$ cat config.mk
export PLATFORM = sky130hd
export DESIGN_NAME = yaw_rate_pid_torque_controller
export DESIGN_NICKNAME = d
export VERILOG_FILES = /design/src/hdl/ywpid_pkg.sv /design/src/hdl/ywpid_regs.sv /design/src/hdl/ywpid_ctrl.sv /design/src/hdl/ywpid_datapath.sv /design/src/hdl/yaw_rate_pid_torque_controller.sv
export SDC_FILE = /design/constraint.sdc
export NUM_CORES = 2
export LEC_CHECK = 0
export BUFFER_PORTS_ARGS = -buffer_cell sky130_fd_sc_hd__buf_2
export CAP_MARGIN = 15
export CELL_PAD_IN_SITES_DETAIL_PLACEMENT = 1
export CELL_PAD_IN_SITES_GLOBAL_PLACEMENT = 1
export CORE_UTILIZATION = 39
export DETAILED_ROUTE_END_ITERATION = 16
export PLACE_DENSITY_LB_ADDON = 0.1
export SETUP_SLACK_MARGIN = 0.15
export SYNTH_ARGS = -nofsm -noshare
export SYNTH_HDL_FRONTEND = slang
export SYNTH_SLANG_ARGS = --single-unit
$ cat constraint.sdc
create_clock -name clk_i -period 23.3 [get_ports clk_i]
set_input_delay 4.66 -clock clk_i [delete_from_list [all_inputs] [get_ports clk_i]]
set_output_delay 4.66 -clock clk_i [all_outputs]
set_load 0.05 [all_outputs]
$ cat src/hdl/ywpid_pkg.sv
package ywpid_pkg;

  // datapath word format
  localparam int unsigned DATA_WIDTH = 32;
  localparam int unsigned FRAC_BITS  = 16;
  localparam int unsigned THR_FRAC   = 14;
  localparam int unsigned THR_WIDTH  = 16;
  localparam int unsigned OUT_WIDTH  = 32;
  localparam int unsigned GAIN_WIDTH = 31;
  localparam int unsigned STEP_WIDTH = 17;
  localparam int unsigned ADDR_WIDTH = 5;
  localparam int unsigned PDATA_WIDTH = 32;

  // register map, word index
  typedef enum logic [2:0] {
    REG_KP        = 3'd0,
    REG_KI        = 3'd1,
    REG_KD        = 3'd2,
    REG_STEP      = 3'd3,
    REG_INT_LIMIT = 3'd4,
    REG_MAX_MZ    = 3'd5,
    REG_MAX_DRIVE = 3'd6,
    REG_MAX_BRAKE = 3'd7
  } reg_addr_e;

  localparam logic [STEP_WIDTH-1:0] STEP_TIME_RST = 17'd655;

  typedef struct packed {
    logic [GAIN_WIDTH-1:0] kp_gain;
    logic [GAIN_WIDTH-1:0] ki_gain;
    logic [GAIN_WIDTH-1:0] kd_rate_gain;
    logic [STEP_WIDTH-1:0] step_time;
    logic [GAIN_WIDTH-1:0] int_limit;
    logic [GAIN_WIDTH-1:0] mz_limit;
    logic [GAIN_WIDTH-1:0] drive_limit;
    logic [GAIN_WIDTH-1:0] brake_limit;
  } cfg_t;

  // product selected on the shared multiplier
  typedef enum logic [2:0] {
    OP_INTEG    = 3'd0,
    OP_PROP     = 3'd1,
    OP_DERIV    = 3'd2,
    OP_INTGAIN  = 3'd3,
    OP_THROTTLE = 3'd4
  } op_e;

  typedef enum logic [3:0] {
    S_IDLE,
    S_ERR,
    S_DIFF,
    S_MUL,
    S_RND,
    S_INTUPD,
    S_SUM,
    S_MZ,
    S_CLAMP,
    S_OUT
  } state_e;

  typedef struct packed {
    logic load_in;
    logic calc_err;
    logic calc_diff;
    logic mul_go;
    logic rnd_wr;
    logic int_upd;
    logic sum_pi;
    logic sum_mz;
    logic clamp_mz;
    logic out_load;
    op_e  op;
  } cmd_t;

endpackage

$ cat src/hdl/ywpid_regs.sv
module ywpid_regs (
  input  logic                                clk_i,
  input  logic                                rst_ni,
  input  logic                                psel,
  input  logic                                penable,
  input  logic                                pwrite,
  input  logic [ywpid_pkg::ADDR_WIDTH-1:0]    paddr,
  input  logic [ywpid_pkg::PDATA_WIDTH-1:0]   pwdata,
  output logic [ywpid_pkg::PDATA_WIDTH-1:0]   prdata,
  output logic                                pready,
  output ywpid_pkg::cfg_t                     cfg_o
);
  import ywpid_pkg::*;

  cfg_t      cfg_q;
  reg_addr_e waddr;
  logic      wr_en;

  assign pready = 1'b1;
  assign waddr  = reg_addr_e'(paddr[ADDR_WIDTH-1:2]);
  assign wr_en  = psel && penable && pwrite;

  // register writes on the access cycle
  always_ff @(posedge clk_i or negedge rst_ni) begin
    if (!rst_ni) begin
      cfg_q <= '{step_time: STEP_TIME_RST, default: '0};
    end else if (wr_en) begin
      unique case (waddr)
        REG_KP:        cfg_q.kp_gain      <= pwdata[GAIN_WIDTH-1:0];
        REG_KI:        cfg_q.ki_gain      <= pwdata[GAIN_WIDTH-1:0];
        REG_KD:        cfg_q.kd_rate_gain <= pwdata[GAIN_WIDTH-1:0];
        REG_STEP:      cfg_q.step_time    <= pwdata[STEP_WIDTH-1:0];
        REG_INT_LIMIT: cfg_q.int_limit    <= pwdata[GAIN_WIDTH-1:0];
        REG_MAX_MZ:    cfg_q.mz_limit     <= pwdata[GAIN_WIDTH-1:0];
        REG_MAX_DRIVE: cfg_q.drive_limit  <= pwdata[GAIN_WIDTH-1:0];
        REG_MAX_BRAKE: cfg_q.brake_limit  <= pwdata[GAIN_WIDTH-1:0];
      endcase
    end
  end

  // read mux
  always_comb begin
    unique case (waddr)
      REG_KP:        prdata = PDATA_WIDTH'(cfg_q.kp_gain);
      REG_KI:        prdata = PDATA_WIDTH'(cfg_q.ki_gain);
      REG_KD:        prdata = PDATA_WIDTH'(cfg_q.kd_rate_gain);
      REG_STEP:      prdata = PDATA_WIDTH'(cfg_q.step_time);
      REG_INT_LIMIT: prdata = PDATA_WIDTH'(cfg_q.int_limit);
      REG_MAX_MZ:    prdata = PDATA_WIDTH'(cfg_q.mz_limit);
      REG_MAX_DRIVE: prdata = PDATA_WIDTH'(cfg_q.drive_limit);
      REG_MAX_BRAKE: prdata = PDATA_WIDTH'(cfg_q.brake_limit);
    endcase
  end

  assign cfg_o = cfg_q;

endmodule

$ cat src/hdl/ywpid_ctrl.sv
module ywpid_ctrl (
  input  logic            clk_i,
  input  logic            rst_ni,
  input  logic            in_valid_i,
  output logic            in_ready_o,
  output logic            out_valid_o,
  input  logic            out_ready_i,
  output ywpid_pkg::cmd_t cmd_o
);
  import ywpid_pkg::*;

  state_e state_q, state_d;
  op_e    op_q, op_d;
  logic   out_valid_q, out_valid_d;
  cmd_t   cmd;

  // state, op and output valid registers
  always_ff @(posedge clk_i or negedge rst_ni) begin
    if (!rst_ni) begin
      state_q     <= S_IDLE;
      op_q        <= OP_INTEG;
      out_valid_q <= 1'b0;
    end else begin
      state_q     <= state_d;
      op_q        <= op_d;
      out_valid_q <= out_valid_d;
    end
  end

  // next state and commands
  always_comb begin
    state_d    = state_q;
    op_d       = op_q;
    cmd        = '0;
    cmd.op     = op_q;
    in_ready_o = 1'b0;
    unique case (state_q)
      S_IDLE: begin
        in_ready_o = 1'b1;
        if (in_valid_i) begin
          cmd.load_in = 1'b1;
          state_d     = S_ERR;
        end
      end
      S_ERR: begin
        cmd.calc_err = 1'b1;
        state_d      = S_DIFF;
      end
      S_DIFF: begin
        cmd.calc_diff = 1'b1;
        op_d          = OP_INTEG;
        state_d       = S_MUL;
      end
      S_MUL: begin
        cmd.mul_go = 1'b1;
        state_d    = S_RND;
      end
      S_RND: begin
        cmd.rnd_wr = 1'b1;
        state_d    = S_MUL;
        case (op_q)
          OP_INTEG:    state_d = S_INTUPD;
          OP_PROP:     op_d = OP_DERIV;
          OP_DERIV:    op_d = OP_INTGAIN;
          OP_INTGAIN:  op_d = OP_THROTTLE;
          OP_THROTTLE: state_d = S_SUM;
          default:     state_d = S_SUM;
        endcase
      end
      S_INTUPD: begin
        cmd.int_upd = 1'b1;
        op_d        = OP_PROP;
        state_d     = S_MUL;
      end
      S_SUM: begin
        cmd.sum_pi = 1'b1;
        state_d    = S_MZ;
      end
      S_MZ: begin
        cmd.sum_mz = 1'b1;
        state_d    = S_CLAMP;
      end
      S_CLAMP: begin
        cmd.clamp_mz = 1'b1;
        state_d      = S_OUT;
      end
      S_OUT: begin
        // wait until the output register is free
        if (!out_valid_q || out_ready_i) begin
          cmd.out_load = 1'b1;
          state_d      = S_IDLE;
        end
      end
      default: state_d = S_IDLE;
    endcase
  end

  // output valid tracks the result register
  always_comb begin
    out_valid_d = out_valid_q;
    if (cmd.out_load) begin
      out_valid_d = 1'b1;
    end else if (out_ready_i) begin
      out_valid_d = 1'b0;
    end
  end

  assign out_valid_o = out_valid_q;
  assign cmd_o       = cmd;

  a_accept_starts: assert property (@(posedge clk_i) disable iff (!rst_ni)
    in_valid_i && in_ready_o |=> state_q == S_ERR)
    else $error("accepted item did not start the error step");

  a_load_free: assert property (@(posedge clk_i) disable iff (!rst_ni)
    cmd.out_load |-> (!out_valid_q || out_ready_i))
    else $error("result loaded over an untaken result");

  a_rnd_after_mul: assert property (@(posedge clk_i) disable iff (!rst_ni)
    state_q == S_RND |-> $past(state_q) == S_MUL)
    else $error("rounding step without a multiply");

  a_last_op: assert property (@(posedge clk_i) disable iff (!rst_ni)
    state_q == S_RND && op_q == OP_THROTTLE |=> state_q == S_SUM)
    else $error("torque product did not close the multiply sequence");

endmodule

$ cat src/hdl/ywpid_datapath.sv
module ywpid_datapath (
  input  logic                                  clk_i,
  input  logic                                  rst_ni,
  input  ywpid_pkg::cmd_t                       cmd_i,
  input  ywpid_pkg::cfg_t                       cfg_i,
  input  logic signed [31:0]                    yaw_rate_ref_i,
  input  logic signed [31:0]                    yaw_rate_meas_i,
  input  logic signed [ywpid_pkg::THR_WIDTH-1:0] throttle_i,
  output logic signed [ywpid_pkg::OUT_WIDTH-1:0] mz_req_o,
  output logic signed [ywpid_pkg::OUT_WIDTH-1:0] torque_req_o
);
  import ywpid_pkg::*;

  localparam int unsigned DW = DATA_WIDTH;
  localparam int unsigned PW = DATA_WIDTH + GAIN_WIDTH;
  localparam logic signed [DW-1:0] SMAX = {1'b0, {(DW-1){1'b1}}};
  localparam logic signed [DW-1:0] SMIN = {1'b1, {(DW-1){1'b0}}};
  localparam logic [PW:0] POS_MAG = {{(PW-DW+2){1'b0}}, {(DW-1){1'b1}}};
  localparam logic [PW:0] NEG_MAG = POS_MAG + 1'b1;
  localparam logic [PW:0] HALF_F  = {{PW{1'b0}}, 1'b1} << (FRAC_BITS-1);
  localparam logic [PW:0] HALF_T  = {{PW{1'b0}}, 1'b1} << (THR_FRAC-1);

  function automatic logic signed [DW-1:0] sat_add(input logic signed [DW-1:0] a,
                                                   input logic signed [DW-1:0] b);
    logic signed [DW:0] s;
    s = {a[DW-1], a} + {b[DW-1], b};
    if (s[DW] != s[DW-1]) begin
      sat_add = s[DW] ? SMIN : SMAX;
    end else begin
      sat_add = s[DW-1:0];
    end
  endfunction

  function automatic logic signed [DW-1:0] sat_sub(input logic signed [DW-1:0] a,
                                                   input logic signed [DW-1:0] b);
    logic signed [DW:0] s;
    s = {a[DW-1], a} - {b[DW-1], b};
    if (s[DW] != s[DW-1]) begin
      sat_sub = s[DW] ? SMIN : SMAX;
    end else begin
      sat_sub = s[DW-1:0];
    end
  endfunction

  function automatic logic signed [DW-1:0] clamp_sym(input logic signed [DW-1:0] v,
                                                     input logic [GAIN_WIDTH-1:0] lim);
    logic signed [DW-1:0] l;
    l = $signed({{(DW-GAIN_WIDTH){1'b0}}, lim});
    if (v > l) begin
      clamp_sym = l;
    end else if (v < -l) begin
      clamp_sym = -l;
    end else begin
      clamp_sym = v;
    end
  endfunction

  logic signed [DW-1:0] ref_q, meas_q, thr_q;
  logic signed [DW-1:0] err_q, diff_q, last_q, integ_q;
  logic signed [DW-1:0] est_q, p_q, i_q, d_q, tq_q, pi_q, mz_q;
  logic signed [OUT_WIDTH-1:0] mz_out_q, tq_out_q;
  logic [PW-1:0]         prod_q;
  logic                  neg_q;

  logic signed [DW-1:0]  op_a;
  logic [GAIN_WIDTH-1:0] op_b;
  logic [DW-1:0]         mag;
  logic [PW:0]           rsum, mval;
  logic signed [DW-1:0]  rnd;
  logic signed [DW-1:0]  tq_upper, tq_lower, tq_clamped;

  // operand select for the shared multiplier
  always_comb begin
    case (cmd_i.op)
      OP_INTEG: begin
        op_a = err_q;
        op_b = GAIN_WIDTH'(cfg_i.step_time);
      end
      OP_PROP: begin
        op_a = err_q;
        op_b = cfg_i.kp_gain;
      end
      OP_DERIV: begin
        op_a = diff_q;
        op_b = cfg_i.kd_rate_gain;
      end
      OP_INTGAIN: begin
        op_a = integ_q;
        op_b = cfg_i.ki_gain;
      end
      OP_THROTTLE: begin
        op_a = thr_q;
        op_b = cfg_i.drive_limit;
      end
      default: begin
        op_a = thr_q;
        op_b = cfg_i.drive_limit;
      end
    endcase
    mag = op_a[DW-1] ? (~op_a + 1'b1) : op_a;
  end

  // round to nearest away from zero, restore sign, saturate
  always_comb begin
    if (cmd_i.op == OP_THROTTLE) begin
      rsum = {1'b0, prod_q} + HALF_T;
      mval = rsum >> THR_FRAC;
    end else begin
      rsum = {1'b0, prod_q} + HALF_F;
      mval = rsum >> FRAC_BITS;
    end
    if (neg_q) begin
      rnd = (mval > NEG_MAG) ? SMIN : -$signed(mval[DW-1:0]);
    end else begin
      rnd = (mval > POS_MAG) ? SMAX : $signed(mval[DW-1:0]);
    end
  end

  // torque window
  always_comb begin
    tq_upper = $signed({{(DW-GAIN_WIDTH){1'b0}}, cfg_i.drive_limit});
    tq_lower = -$signed({{(DW-GAIN_WIDTH){1'b0}}, cfg_i.brake_limit});
    if (tq_q > tq_upper) begin
      tq_clamped = tq_upper;
    end else if (tq_q < tq_lower) begin
      tq_clamped = tq_lower;
    end else begin
      tq_clamped = tq_q;
    end
  end

  // controller state kept across items
  always_ff @(posedge clk_i or negedge rst_ni) begin
    if (!rst_ni) begin
      last_q  <= '0;
      integ_q <= '0;
    end else begin
      if (cmd_i.calc_diff) begin
        last_q <= err_q;
      end
      if (cmd_i.int_upd) begin
        integ_q <= clamp_sym(sat_add(integ_q, est_q), cfg_i.int_limit);
      end
    end
  end

  // working registers
  always_ff @(posedge clk_i) begin
    if (cmd_i.load_in) begin
      ref_q  <= yaw_rate_ref_i;
      meas_q <= yaw_rate_meas_i;
      thr_q  <= {{(DW-THR_WIDTH){throttle_i[THR_WIDTH-1]}}, throttle_i};
    end
    if (cmd_i.calc_err) begin
      err_q <= sat_sub(ref_q, meas_q);
    end
    if (cmd_i.calc_diff) begin
      diff_q <= sat_sub(err_q, last_q);
    end
    if (cmd_i.mul_go) begin
      prod_q <= mag * op_b;
      neg_q  <= op_a[DW-1];
    end
    if (cmd_i.rnd_wr) begin
      case (cmd_i.op)
        OP_INTEG:    est_q <= rnd;
        OP_PROP:     p_q   <= rnd;
        OP_DERIV:    d_q   <= rnd;
        OP_INTGAIN:  i_q   <= rnd;
        OP_THROTTLE: tq_q  <= rnd;
        default:     tq_q  <= rnd;
      endcase
    end
    if (cmd_i.sum_pi) begin
      pi_q <= sat_add(p_q, i_q);
    end
    if (cmd_i.sum_mz) begin
      mz_q <= sat_add(pi_q, d_q);
      tq_q <= tq_clamped;
    end
    if (cmd_i.clamp_mz) begin
      mz_q <= clamp_sym(mz_q, cfg_i.mz_limit);
    end
    if (cmd_i.out_load) begin
      mz_out_q <= OUT_WIDTH'(mz_q);
      tq_out_q <= OUT_WIDTH'(tq_q);
    end
  end

  assign mz_req_o     = mz_out_q;
  assign torque_req_o = tq_out_q;

endmodule

$ cat src/hdl/yaw_rate_pid_torque_controller.sv
// channel  | signals                                               | direction
// ---------+-------------------------------------------------------+----------
// in       | in_valid_i, in_ready_o, yaw_rate_ref_i,               | to block
//          | yaw_rate_meas_i, throttle_i                           |
// out      | out_valid_o, out_ready_i, mz_req_o, torque_req_o      | from block
// cfg      | psel, penable, pwrite, paddr, pwdata, prdata, pready  | both
//
// one item runs from accept to result valid through error and difference,
// five products through one shared 32x31 multiplier (each a multiply then
// a round), one integral update, and sums, clamps and result load. the
// next item is taken the cycle after the result is loaded, so the block
// works on one item at a time.
// reset clears the integral, the last error and all handshake state.
// a stalled result holds in the output register while the next item runs;
// that item waits at its last step until the result is taken.
module yaw_rate_pid_torque_controller (
  input  logic                                  clk_i,
  input  logic                                  rst_ni,
  input  logic                                  in_valid_i,
  output logic                                  in_ready_o,
  input  logic signed [31:0]                    yaw_rate_ref_i,
  input  logic signed [31:0]                    yaw_rate_meas_i,
  input  logic signed [ywpid_pkg::THR_WIDTH-1:0] throttle_i,
  output logic                                  out_valid_o,
  input  logic                                  out_ready_i,
  output logic signed [ywpid_pkg::OUT_WIDTH-1:0] mz_req_o,
  output logic signed [ywpid_pkg::OUT_WIDTH-1:0] torque_req_o,
  input  logic                                  psel,
  input  logic                                  penable,
  input  logic                                  pwrite,
  input  logic [ywpid_pkg::ADDR_WIDTH-1:0]      paddr,
  input  logic [ywpid_pkg::PDATA_WIDTH-1:0]     pwdata,
  output logic [ywpid_pkg::PDATA_WIDTH-1:0]     prdata,
  output logic                                  pready
);
  import ywpid_pkg::*;

  cfg_t cfg;
  cmd_t cmd;

  // configuration registers
  ywpid_regs u_regs (
    .clk_i   (clk_i),
    .rst_ni  (rst_ni),
    .psel    (psel),
    .penable (penable),
    .pwrite  (pwrite),
    .paddr   (paddr),
    .pwdata  (pwdata),
    .prdata  (prdata),
    .pready  (pready),
    .cfg_o   (cfg)
  );

  // sequencer
  ywpid_ctrl u_ctrl (
    .clk_i       (clk_i),
    .rst_ni      (rst_ni),
    .in_valid_i  (in_valid_i),
    .in_ready_o  (in_ready_o),
    .out_valid_o (out_valid_o),
    .out_ready_i (out_ready_i),
    .cmd_o       (cmd)
  );

  // arithmetic
  ywpid_datapath u_datapath (
    .clk_i           (clk_i),
    .rst_ni          (rst_ni),
    .cmd_i           (cmd),
    .cfg_i           (cfg),
    .yaw_rate_ref_i  (yaw_rate_ref_i),
    .yaw_rate_meas_i (yaw_rate_meas_i),
    .throttle_i      (throttle_i),
    .mz_req_o        (mz_req_o),
    .torque_req_o    (torque_req_o)
  );

endmodule

# Word-level counts from Yosys, hierarchy flattened

Cells that the tools add are included.

ROM bits: 0
Bits in writable memories: 0
Output and inout bits: 99
Memories: 0
Logic and storage cells: 164
Bits in latches: 0
Bits in registers: 802
Bits of input ports: 124

Equality and inequality tests: 31
Multiplexer cells: 51
Shifts and indexed selects: 0
Bitwise logic cells: 1
$add $sub $neg: 12
$lt $le $gt $ge: 8
Reductions and logical operators: 31
Multipliers: 1
Divide/modulo/power cells: 0

Operators by type and width:

| cell                     | number |
|---|---|
| $mux W32                 | 26 |
| $pmux W32 S8             | 1 |
| $pmux W31 S4             | 1 |
| $add A32 B32 Y33         | 3 |
| $gt A32 B32 Y1           | 3 |
| $lt A32 B32 Y1           | 3 |
| $neg A31 Y32             | 3 |
| $pmux W32 S3             | 1 |
| $sub A32 B32 Y33         | 2 |
| $add A63 B14 Y64 const B | 1 |
| $add A63 B16 Y64 const B | 1 |
| $mul A32 B31 Y63         | 1 |
| $gt A50 B31 Y1 const B   | 1 |
| $gt A50 B32 Y1 const B   | 1 |
| $mux W50                 | 1 |
| $pmux W4 S9              | 1 |
| $add A32 B1 Y32 const B  | 1 |
| $neg A32 Y32             | 1 |
| $not A32 Y32             | 1 |
| $reduce_and A2 Y1        | 15 |
| $pmux W3 S3              | 2 |
| $eq A4 B3 Y1 const B     | 4 |
| $eq A3 B3 Y1 const B     | 5 |
| $mux W1                  | 15 |
| other kinds (23)         | 41 |

# Depth between registers and ports, before layout

Depth after elaboration: 8
Gate-level depth with buffers: 49
Gate-level depth less buffers: 40

# Modules after synthesis

A second synthesis with hierarchy kept.

Cell total of the unflattened synthesis: 8590
Area total of the unflattened synthesis: 83324.9 um^2

Modules (own cells, without submodules):

| module         | seq. area each (um^2) | area an instance (um^2) | cells each | instances |
|---|---|---|---|---|
| ywpid_datapath | 16105.4               | 72061.6                 | 7806       | 1 |
| ywpid_regs     | 5863.1                | 10705.3                 | 728        | 1 |
| ywpid_ctrl     | 200.2                 | 558.0                   | 56         | 1 |

# Worst setup path after synthesis

No wires, ideal clock.

Kind: register to register
Start: reg u_ctrl.op_q[2]
End: reg u_datapath.prod_q[50], data pin
Buffers on the path: 9
Library setup time: 0.268 ns
Arrival: 11.581 ns
Period minus slack after synthesis: 11.849 ns
Path slack: 11.451 ns
Cell stages (with the launch flop): 45
Required time: 23.032 ns
Path through: dfrtp_1 > buf_2 > buf_1 > buf_1 > clkbuf_1 > buf_1 > buf_1 > nand2_1 > a21bo_2 > clkinv_1 > clkbuf_1 > ha_1 > inv_1 > a2111o_1 > or4_1 > or3_4 > o21ai_0 > mux2i_1 > [9 not listed] > fa_1 > fa_1 > inv_1 > fa_1 > inv_1 > ha_1 > clkbuf_1 > a21o_1 > a21o_1 > a21oi_1 > o21ai_0 > a21o_1 > a211oi_1 > o21ai_0 > a31o_2 > a21oi_1 > o21bai_1 > xor2_1

Cells in the longest elaborated chain, start to end: 7
Elaborated cells on any way between the ends: 11
Those cells by class: add/sub (1); mul (1); eq/ne (3); mux (3); bitwise (1); reduce/logical (2)

Ends and longest elaborated chain:

| element                                          | line                  | text |
|---|---|---|
| from (decl)                                      | ywpid_ctrl.sv:13      | `op_e op_q, op_d;` |
| from (signal assigned)                           | ywpid_ctrl.sv:25      | `op_q <= op_d;` |
| $eq A3 B1 Y1 or $logic_not A3 Y1 (tied branches) | ywpid_datapath.sv:74  | `case (cmd_i.op)` |
| $reduce_or A2 Y1 (no line)                       | -                     |  |
| $pmux W32 S3                                     | ywpid_datapath.sv:74  |  |
| $not A32 Y32                                     | ywpid_datapath.sv:100 | `mag = op_a[DW-1] ? (~op_a + 1'b1) : op_a;` |
| $add A32 B1 Y32                                  | ywpid_datapath.sv:100 |  |
| $mux W32                                         | ywpid_datapath.sv:100 |  |
| $mul A32 B31 Y63 (*)                             | ywpid_datapath.sv:161 | `prod_q <= mag * op_b;` |
| to (signal assigned)                             | ywpid_datapath.sv:161 |  |
| to (decl)                                        | ywpid_datapath.sv:62  | `logic [PW-1:0] prod_q;` |

Mark *: on every way between the ends. The rest lies on a longest branch, timed or not.
A chain may end at the register's enable or synchronous reset.

# Final worst setup path

Start: reg u_ctrl.op_q[2]
End: reg u_datapath.prod_q[54], data pin

Same word-level chain as after synthesis.

==> flow_summary.json <==
{
  "critPathMaxStageDelay_ps": 1020,
  "finalHoldViolCount": 0,
  "cts_max_level": 3,
  "worstSkewPairLatency_ps": 780,
  "core-area_um2": 210000,
  "final_area_um2": 90700,
  "yosys-top-cells-area": "fa_1, edfxtp_1, ha_1, dfrtp_1, inv_1",
  "synth_top_area_share_pct": 21.2,
  "postCtsHoldBufs": 0,
  "grt_pass1_vias": 69978,
  "grt_start_max_net_pins": 110,
  "fin_nets": 10350,
  "synth_fa_ha_area_share_pct": 31.0,
  "synth_compound_area_share_pct": 12.3,
  "async_reset_ff_share_pct": 38.8,
  "synth_top_family_by_area": "adder cells",
  "cp-end-kind": "flip-flop",
  "finalClockSkew_ps": 87.8,
  "slew_headroom_pct": 13.5,
  "clock.fmax_mhz": 70.9,
  "setup_violations": 0,
  "worstMarginPinSlew_ps": 1290,
  "status": "finished, final reports clean",
  "crit_arrival_ps": 14560,
  "use_met3_pct": 3.30,
  "wl_per_cell_um": 28.6,
  "drc": 0,
  "vias_per_cell": 5.68,
  "fp.dieH_um": 461,
  "drt_iter0_markers": 4796,
  "place_congestion": 0.935,
  "grtUsageMet2_pct": 52.2,
  "drive_gt1_share_pct": 10.9,
  "ctsResizeCount": 0,
  "cts_buffer_depth": 3,
  "cts_root_buf": "clkbuf_16",
  "clkSlewWorstSetupHoldPaths_ps": 70,
  "required_ps": 23760,
  "place_area_um2": 87400,
  "synth.avg_cell_area_um2": 9.52,
  "synth_simple_gate_area_share_pct": 13.9,
  "dp.cells": 11453,
  "finalNonFillerCells": 11636,
  "grt_setup_unrepaired": "false",
  "synth_edf_count": 483,
  "synth-xor-area-share_pct": 4.03,
  "synthTopCellsByCount": "inv_1, fa_1, nor2_1",
  "die_x_um": 461,
  "startpoint_type": "flip-flop",
  "maxCapViolCount": 0,
  "synth_nets": 10251,
  "fin_setup_tns_ps": 0,
  "seq_area_frac_synth_pct": 26.9,
  "crit_path_frequent_cell": "fa_1",
  "dr.pass1.iters": 5,
  "route.vias.total": 66099,
  "grt_overflow": 0,
  "post_cts_buffers": 0,
  "io_buffers": 217,
  "whs_ps": 496,
  "mappedNetlistArea_um2": 82300,
  "routed_wirelength_um": 333000,
  "io_pins": 223,
  "start_util_pct": 39.3,
  "yosys.area.top_type": "fa_1",
  "cts_sinks": 789,
  "maxSlewViolCount": 0,
  "synthFlopType": "edfxtp_1",
  "syn_to_final_growth_pct": 10.2,
  "grt_use_met1_pct": 40.3,
  "worstHoldPathType": "flip-flop to flip-flop",
  "antenna_left": 0,
  "critPathSlowestCell": "dfrtp_4",
  "cts_tree": "yes",
  "ys_seq_elements": 789,
  "cts_buffers": 95,
  "largest_reg_flops": 234,
  "die_area_um2": 213000,
  "grt_pass1_wl_um": 488000,
  "layout_min_cycle_time_ps": 14100,
  "yosys_warnings": 0,
  "post-dp-hpwl_um": 266000,
  "antenna_found_initial": 19,
  "post-route-period-util_pct": 60.5,
  "synth_cells": 8648,
  "ys_types": 106,
  "row_count": 168,
  "criticalPathCategory": "flip-flop to flip-flop",
  "yosys-mux-area-fraction_pct": 4.69,
  "grt_use_total_pct": 31.5,
  "grt_busiest_layer": "met2",
  "yosysMostFrequentCell": "inv_1",
  "crit_fanout": 56
}
[layout by cell type, fill, tap and decap left out, types with 96 or more instances in the layout]
cell and n:
dfrtp_1 297, mux2_2 189, fa_1 870, ha_1 609
edfxtp_1 483, a21o_1 181, buf_2 215, xnor2_1 252
nand2_1 846, a21oi_1 390, nand4_1 110, mux2i_1 100
o21ai_0 410, nand3_1 97, nor2_1 838, xor2_1 108
inv_1 1115, nor3_1 115, clkbuf_16 96, buf_4 199
[final cells by class]
cell class / count / area [um2]
clock inverters: 58 / 688
clock buffers: 120 / 2580
repair buffers: 418 / 2640
fillers: 23693 / 119000
inverters: 1123 / 4220
diodes: 3 / 7.51
flip-flops and latches: 789 / 22200
multi-input cells: 6320 / 54900
well taps: 2805 / 3510
[critical path, delay by kind of cell, from the launching register on]
family | cells | cell delay (ps)
fa+ha+maj | 10 | 4740
flops | 1 | 1020
simple gates | 8 | 2350
buf+inv | 11 | 1910
xor+xnor | 1 | 200
compound gates | 10 | 3460
[path summary, 6_finish.rpt]
path,start,end,slack [ps],depth (start not counted)
max in group asynchronous,rst_ni,u_regs.cfg_o[174],17250,3
worst min-delay path,u_datapath.mz_q[4],u_datapath.mz_req_o[4],500,0
worst min register to register,u_datapath.mz_q[4],u_datapath.mz_req_o[4],500,0
min in group asynchronous,rst_ni,u_ctrl.out_valid_o,3870,1
worst max register to register,u_ctrl.op_q[2],u_datapath.prod_q[54],9200,40
worst max-delay path,u_ctrl.op_q[2],u_datapath.prod_q[54],9200,40
[per-stage QoR]
step	setup slack [ps]	util, %
floorplan	11450	-
global placement	9390	41.7
detailed placement	9340	41.7
CTS	9250	43.3
global route	8860	43.3
finish	9200	43.3
[metal layers]
layer | part of all wire, % | wire [um]
met3 | 4.2 | 13900
met4 | 6.3 | 21000
met2 | 47 | 157000
met5 | 0.010 | 34
met1 | 42 | 141000
[cell families (layout without fill, tap and decap cells)]
family,after synthesis,count (layout)
buffers and inverters,1539,1719
flip-flops,789,789
AND/OR/NAND/NOR,2497,2497
other,2,5
AO/OA/AOI/OAI,1590,1590
multiplexers,329,329
XOR/XNOR,379,379
adder cells (fa/ha/maj),1523,1523
Power is not shown: default switching activity piles up to over one toggle a cycle in this logic, so the estimate is an artifact.
